[config.mk]
export PLATFORM = sky130hd
export DESIGN_NAME = fht_ctrl
export DESIGN_NICKNAME = d
export VERILOG_FILES = /design/src/sv/fht_pkg.sv /design/src/sv/fht_ctrl.sv
export VERILOG_INCLUDE_DIRS = /design/src /design/src/sv
export SDC_FILE = /design/constraint.sdc
export NUM_CORES = 1
export LEC_CHECK = 0
export BUFFER_PORTS_ARGS = -buffer_cell sky130_fd_sc_hd__buf_2
export CAP_MARGIN = 20
export CORE_MARGIN = 1.5
export CORE_UTILIZATION = 30
export CTS_CLUSTER_DIAMETER = 200
export DETAILED_ROUTE_END_ITERATION = 10
export GPL_ROUTABILITY_DRIVEN = 0
export SYNTH_ARGS = -nofsm -noshare
export SYNTH_HDL_FRONTEND = slang
export SYNTH_SLANG_ARGS = --single-unit
[constraint.sdc]
create_clock -name i_clk -period 3.8 [get_ports i_clk]
set_input_delay 0.76 -clock i_clk [delete_from_list [all_inputs] [get_ports i_clk]]
set_output_delay 0.76 -clock i_clk [all_outputs]
set_load 0.005 [all_outputs]
[src/sv/flow_hash_table_macros.svh]
// Assertion macros shared by the flow hash table modules.
// Expects i_clk and i_rst_n (synchronous, active low) in the using module.
`ifndef FLOW_HASH_TABLE_MACROS_SVH
`define FLOW_HASH_TABLE_MACROS_SVH

// Consequent checked in the same cycle as the antecedent.
`define FHT_ASSERT_NOW(label, ante, cons, msg) \
    label: assert property (@(posedge i_clk) disable iff (!i_rst_n) (ante) |-> (cons)) \
        else $error(msg);

// Consequent checked in the cycle after the antecedent.
`define FHT_ASSERT_NEXT(label, ante, cons, msg) \
    label: assert property (@(posedge i_clk) disable iff (!i_rst_n) (ante) |=> (cons)) \
        else $error(msg);

`endif

[src/sv/fht_pkg.sv]
// Shared types and constants for the flow hash table.
// Used by fht_ctrl, fht_dp and flow_hash_table; depends on nothing.
package fht_pkg;

    localparam int DEF_NUM_BUCKETS = 256;
    localparam int DEF_BUCKET_WAYS = 4;
    // non power-of-two reduction: reciprocal multiply, multiply back, compare and subtract
    localparam int MOD_STEPS       = 3;
    localparam int MOD_CNT_W       = $clog2(MOD_STEPS);

    // op codes; code 3 behaves as a lookup
    localparam logic [1:0] OP_LOOKUP = 2'd0;
    localparam logic [1:0] OP_INSERT = 2'd1;
    localparam logic [1:0] OP_DELETE = 2'd2;

    localparam logic [1:0] ST_DONE = 2'd0;
    localparam logic [1:0] ST_MISS = 2'd1;
    localparam logic [1:0] ST_FULL = 2'd2;

    typedef enum logic [3:0] {
        S_CLEAR,
        S_IDLE,
        S_SUM,
        S_MOD,
        S_LEN,
        S_LENW,
        S_READ,
        S_CAP,
        S_CMP,
        S_DEC,
        S_WRITE,
        S_FIN
    } t_state;

    typedef struct packed {
        logic clr;       // clear one chain length entry
        logic load;      // capture the input word
        logic sum;       // finish the key sum
        logic mod_step;  // one step of the bucket reduction
        logic len_rd;    // fetch the chain length, form the base address
        logic rd;        // read one way of the bucket
        logic cmp;       // compare lanes and register the decision
        logic wr;        // write one way of the bucket
        logic fin;       // update chain length, load the result word
    } t_cmd;

    typedef struct packed {
        logic len_zero;
        logic wr_any;
    } t_stat;

endpackage

[src/sv/fht_ctrl.sv]
// Controller of the flow hash table: sequences clear pass, hash, bucket read,
// compare, write back and result handoff. Depends on fht_pkg.
`include "flow_hash_table_macros.svh"

module fht_ctrl #(
    parameter int NUM_BUCKETS = fht_pkg::DEF_NUM_BUCKETS,
    parameter int BUCKET_WAYS = fht_pkg::DEF_BUCKET_WAYS,
    localparam int BW = (NUM_BUCKETS > 1) ? $clog2(NUM_BUCKETS) : 1,
    localparam int WW = (BUCKET_WAYS > 1) ? $clog2(BUCKET_WAYS) : 1
) (
    input  logic           i_clk,
    input  logic           i_rst_n,
    input  logic           i_in_valid,
    output logic           o_in_stall,
    output logic           o_out_valid,
    input  logic           i_out_stall,
    input  fht_pkg::t_stat i_stat,
    input  logic [WW-1:0]  i_rd_hi,
    input  logic [WW-1:0]  i_wr_lo,
    input  logic [WW-1:0]  i_wr_hi,
    output fht_pkg::t_cmd  o_cmd,
    output logic [WW-1:0]  o_idx,
    output logic [BW-1:0]  o_clr_idx
);

    localparam bit IS_POW2 = (NUM_BUCKETS & (NUM_BUCKETS - 1)) == 0;

    fht_pkg::t_state              r_state, n_state;
    logic [WW-1:0]                r_cnt, n_cnt;
    logic [fht_pkg::MOD_CNT_W-1:0] r_bit, n_bit;
    logic [BW-1:0]                r_clr, n_clr;
    logic                         r_out_valid, n_out_valid;

    always_ff @(posedge i_clk) begin
        if (!i_rst_n) begin
            r_state     <= fht_pkg::S_CLEAR;
            r_cnt       <= '0;
            r_bit       <= '0;
            r_clr       <= '0;
            r_out_valid <= 1'b0;
        end else begin
            r_state     <= n_state;
            r_cnt       <= n_cnt;
            r_bit       <= n_bit;
            r_clr       <= n_clr;
            r_out_valid <= n_out_valid;
        end
    end

    always_comb begin
        n_state     = r_state;
        n_cnt       = r_cnt;
        n_bit       = r_bit;
        n_clr       = r_clr;
        n_out_valid = r_out_valid && i_out_stall;
        o_cmd       = '0;
        case (r_state)
            fht_pkg::S_CLEAR: begin
                o_cmd.clr = 1'b1;
                if (r_clr == BW'(NUM_BUCKETS - 1)) begin
                    n_state = fht_pkg::S_IDLE;
                end else begin
                    n_clr = r_clr + 1'b1;
                end
            end
            fht_pkg::S_IDLE: begin
                if (i_in_valid) begin
                    o_cmd.load = 1'b1;
                    n_state    = fht_pkg::S_SUM;
                end
            end
            fht_pkg::S_SUM: begin
                o_cmd.sum = 1'b1;
                n_bit     = '0;
                n_state   = fht_pkg::S_MOD;
            end
            fht_pkg::S_MOD: begin
                o_cmd.mod_step = 1'b1;
                if (IS_POW2 || r_bit == fht_pkg::MOD_CNT_W'(fht_pkg::MOD_STEPS - 1)) begin
                    n_state = fht_pkg::S_LEN;
                end else begin
                    n_bit = r_bit + 1'b1;
                end
            end
            fht_pkg::S_LEN: begin
                o_cmd.len_rd = 1'b1;
                n_state      = fht_pkg::S_LENW;
            end
            fht_pkg::S_LENW: begin
                n_cnt   = '0;
                n_state = i_stat.len_zero ? fht_pkg::S_CMP : fht_pkg::S_READ;
            end
            fht_pkg::S_READ: begin
                o_cmd.rd = 1'b1;
                if (r_cnt == i_rd_hi) begin
                    n_state = fht_pkg::S_CAP;
                end else begin
                    n_cnt = r_cnt + 1'b1;
                end
            end
            fht_pkg::S_CAP: begin
                n_state = fht_pkg::S_CMP;
            end
            fht_pkg::S_CMP: begin
                o_cmd.cmp = 1'b1;
                n_state   = fht_pkg::S_DEC;
            end
            fht_pkg::S_DEC: begin
                n_cnt   = i_wr_lo;
                n_state = i_stat.wr_any ? fht_pkg::S_WRITE : fht_pkg::S_FIN;
            end
            fht_pkg::S_WRITE: begin
                o_cmd.wr = 1'b1;
                if (r_cnt == i_wr_hi) begin
                    n_state = fht_pkg::S_FIN;
                end else begin
                    n_cnt = r_cnt + 1'b1;
                end
            end
            fht_pkg::S_FIN: begin
                // wait for the result register to drain
                if (!r_out_valid || !i_out_stall) begin
                    o_cmd.fin   = 1'b1;
                    n_out_valid = 1'b1;
                    n_state     = fht_pkg::S_IDLE;
                end
            end
            default: begin
                n_state = fht_pkg::S_IDLE;
            end
        endcase
    end

    assign o_in_stall  = (r_state != fht_pkg::S_IDLE);
    assign o_out_valid = r_out_valid;
    assign o_idx       = r_cnt;
    assign o_clr_idx   = r_clr;

    `FHT_ASSERT_NEXT(a_accept_starts, i_in_valid && !o_in_stall, r_state == fht_pkg::S_SUM, "accepted word did not start hashing")
    `FHT_ASSERT_NOW(a_fin_free, o_cmd.fin, !r_out_valid || !i_out_stall, "result loaded over a waiting word")
    `FHT_ASSERT_NOW(a_out_rise, $rose(r_out_valid), $past(o_cmd.fin), "result valid without a finished item")

endmodule

# Word level (Yosys, flattened, before mapping)
# Index checks and enable logic that the tools add are counted.
# op_classes
n_addsub,2
eq_ne,22
mux,24
bitwise,1
n_reduce_logical,9
# ops
operator,count
one-hot mux 4 bit (12 select lines),1
two-way mux 4 bit,6
== test 4 x 3 -> 1 bit (second input constant),4
== test 4 bit (second input constant),4
two-way mux 1 bit,14
!= test 2 bit (second input constant),7
adder 8 x 1 -> 8 bit (second input constant),1
== test 4 x 2 -> 1 bit (second input constant),2
== test 8 bit (second input constant),1
one-hot mux 2 bit (4 select lines),1
AND reduction 5 bit,1
== test 2 bit,2
== test 4 x 1 -> 1 bit (second input constant),1
logical NOT 4 bit,1
two-way mux 2 bit,2
!= test 4 x 1 -> 1 bit (second input constant),1
nonzero test 4 bit,1
AND reduction 3 bit,1
adder 2 x 1 -> 2 bit (second input constant),1
logical NOT 1 bit,2
AND reduction 2 bit,1
logical AND 1 bit,1
logical OR 1 bit,1
inverter 1 bit,1
# word_totals
register_bits,15
inputBits,12
out_inout_bits,21
word_cells,62

# Depth between registers and ports, before layout
# depth
depth_word,4
mapped_depth,6
mapped_depth_nobuf,6

# Worst setup path after synthesis
# No wires, ideal clock.
# synth_timing
path_kind,register -> register
startpoint,register r_clr[0] (netlist: o_clr_idx[0])
endpoint,register r_state[1]
setup_ns,0.128
arrival_ns,1.664
required_ns,3.672
setup_slack_ns,2.008
path_stages_with_launch,7
period_less_slack_ns,1.792
cell_sequence,dfxtp_1 > ha_1 > nand2_2 > o31a_4 > nor4_4 > mux2i_1 > nor2_1
# synth_via
elab_chain_len,3
# synth_lines
item,line,text
from (decl),fht_ctrl.sv:31,"logic [BW-1:0] r_clr, n_clr;"
from (signal assigned),fht_ctrl.sv:45,r_clr <= n_clr;
== test 8 bit,fht_ctrl.sv:60,if (r_clr == BW'(NUM_BUCKETS - 1)) begin
!= test 2 bit (no source line),-,
AND reduction 5 bit (no source line),-,
to (signal assigned),fht_ctrl.sv:36,r_state <= fht_pkg::S_CLEAR;
to (signal assigned),fht_ctrl.sv:42,r_state <= n_state;
to (decl),fht_ctrl.sv:28,"fht_pkg::t_state r_state, n_state;"
# No other way between the ends.
# A chain may end at the register's enable or synchronous reset.

==> run_results.csv <==
group,metric,value,unit
power_and_ir_drop,p_sw,244,uW
route,drt_iter0_markers,29,
clock_network,clk-insertion-delay-late,0.27,ns
finish,mostFrequentLayoutCells,"buf_2, nor2_1, dfxtp_1",
place,dp_hpwl,1.53,mm
logic_synthesis,synth_edf_count,0,
worst_setup_path,r2r_slack,1.86,ns
power_and_ir_drop,switching_share,39.4,%
floorplanning,dieArea,0.00345,sq mm
finish,finalNonFillerCells,173,
timing,finalCritPeriodShare,61.6,%
finish,n_antenna_cell,0,
global_route,first_global_vias,797,
logic_synthesis,synth_flop_cell,"dfxtp_1",
logic_synthesis,synthArstFlopShare,0,%
floorplanning,num_io_pins,33,
logic_synthesis,synth_seq_cells,15,
global_route,grt_first_pass_wirelength,3.48,mm
global_route,grt_max_degree,15,
logic_synthesis,synth_warnings,0,
global_route,antenna_found_initial,0,
timing,worstMarginPinSlew,0.439,ns
power_and_ir_drop,power_frac_comb,46.6,%
power_and_ir_drop,p_leak,0.495,nW
route,routed-wl-met3,91,um
finish,seq_area,300,sq um
worst_setup_path,crit_fanout,13,
clock_network,cts_buffers,3,
clock_network,cts_max_level,1,
timing,slew_viol_final,0,
finish,drive_gt1_share,32.1,%
worst_setup_path,critical_path_arrival,1.58,ns
timing,setup_viol,0,
timing,slew_headroom,70.7,%
route,drt_wl_total,1.96,mm
logic_synthesis,syn-cell-area,932,sq um
finish,fin_util,37.2,%
power_and_ir_drop,clkPwrFrac,13.8,%
floorplanning,die_w,58.7,um
clock_network,cts_tree,"built",
finish,multi_input_area,567,sq um
timing,setup_tns,0,ns
route,drt-met1-wl,924,um
worst_setup_path,endpoint_kind,"output pin",
logic_synthesis,syn_inst,109,
finish,fillers,311,
logic_synthesis,syn_nets,122,
timing,fin_skew,0.00444,ns
route,routedWlPerCell,11.3,um
route,vias,873,
flow_run,max_cap_violations,0,
floorplanning,die_h,58.7,um
clock_network,cts_sinks,15,
floorplanning,core,0.00300,sq mm
finish,final_common_cell,"buf_2",
timing,rsz0062_at_grt,"no",
floorplanning,num_rows,20,
global_route,grt_usage,13.0,%
route,wl_met2,911,um
route,antenna_left,0,
timing,hold_viol_final,0,
place,io_buffers,32,
logic_synthesis,synth_cell_types,37,
worst_setup_path,start_kind,"flop",
route,top_layer,"met4",
worst_setup_path,critPathKind,"reg -> out",
global_route,overflow,0,
status,status,"complete, no violations",
clock_network,cts_buffer_depth,2,
clock_network,post_cts_buffers,0,
finish,syn2layout_area_growth,19.9,%
worst_setup_path,cp.required,3.04,ns
floorplanning,initial_core_util,31.0,%
route,drc,0,
power_and_ir_drop,p_int,376,uW
place,dp_cells,169,
power_and_ir_drop,power,620,uW
clock_network,cts_resized,0,
min_path,hold_path.class,"reg -> reg",
logic_synthesis,synth_seq_area_share,32.2,%
clock_network,clockRootBuffer,"clkbuf_4",
power_and_ir_drop,powerDensity,555,mW/mm^2
power_and_ir_drop,seqPwrFrac,39.6,%
route,viasPerCell,5.05,
clock_network,hold_buffers,0,
logic_synthesis,avgSynthCellArea,8.55,sq um
route,firstDrtPassIters,4,
timing,max_freq,0.428,GHz
power_and_ir_drop,vdd_drop_max,315,uV
timing,min_period,2.34,ns
finish,finish.net_count,154,
clock_network,path_clk_slew,0.08,ns
cell usage after synthesis, types with 2 or more instances:
cell type / instances / area share, %
dfxtp_1: 15 / 32
nor2_1: 15 / 6.0
nor3_1: 8 / 4.3
a21oi_1: 6 / 3.2
inv_1: 6 / 2.4
nand2_1: 6 / 2.4
xnor2_1: 6 / 5.6
nand2b_1: 4 / 2.7
xor2_1: 4 / 3.8
a211oi_1: 3 / 2.4
a211oi_2: 2 / 2.7
and3_1: 2 / 1.3
clkbuf_1: 2 / 0.81
clkbuf_8: 2 / 3.0
mux2i_1: 2 / 2.1
nand3_1: 2 / 1.1
nand4_1: 2 / 1.3
nand4b_1: 2 / 1.9
o211ai_1: 2 / 1.6
layer usage:
layer / global-route usage (%) / vias to the layer above
met1: 16.4 / 388
met3: 1.98 / 4
met5: 0 / -
met4: 6.82 / 0
met2: 21.3 / 30
li1: - / 451
state kept, by name, summed over array words and instances (netlist names):
signal,cells
o_idx,2
o_clr_idx,8
r_state,4
o_out_valid,1
cells by family (layout without fill, tap and decap cells):
logic type / Yosys count / after routing / synth area share, %
simple gates: 50 / 50 / 30.7
mux: 2 / 2 / 2.15
buf+inv: 11 / 42 / 6.98
compound gates: 20 / 20 / 17.2
flops: 15 / 15 / 32.2
xor+xnor: 10 / 10 / 9.40
fa+ha+maj: 1 / 1 / 1.34
power by group through the flow:
stage	clock network (mW)	logic, mW	registers (mW)
2_1_floorplan	0	0.258	0.216
3_3_place_gp	0	0.289	0.244
3_5_place_dp	0	0.293	0.249
4_1_cts	0.0911	0.294	0.245
5_1_grt	0.102	0.329	0.255
6_report	0.0854	0.289	0.246
critical path: stages, from the launching register on:
cell and delay (ns):
dfxtp_1 0.56, or4b_4 0.53, nor2_1 0.10, buf_2 0.11
per-stage QoR:
| stage | instance area [sq um] | hold WS [ns] | setup slack (ns) |
|---|---|---|---|
| after global routing | 1120 | 0.535 | 1.29 |
| after floorplan | 932 | 0.485 | 2.01 |
| after CTS | 1120 | 0.513 | 1.45 |
| after global placement | 1090 | 0.491 | 1.80 |
| final | 1120 | 0.502 | 1.46 |
| after detailed placement | 1090 | 0.495 | 1.75 |
final timing paths:
kind / startpoint / end / cells past startpoint
min: o_clr_idx[6] / o_clr_idx[6] / 2
min reg2reg: o_clr_idx[6] / o_clr_idx[6] / 2
max reg2reg: o_clr_idx[0] / r_state[1] / 6
max: r_state[0] / o_cmd[7] / 3
cell type report:
cell class                      instances  area share [%]
Inverter                                6            2.02
Sequential cell                        15            26.9
Tap cell                               33            3.70
Clock buffer                            4            2.35
Multi-Input combinational cell         83            50.7
Timing Repair Buffer                   32            14.3
Note: power is estimated with default switching activity, not from simulation.
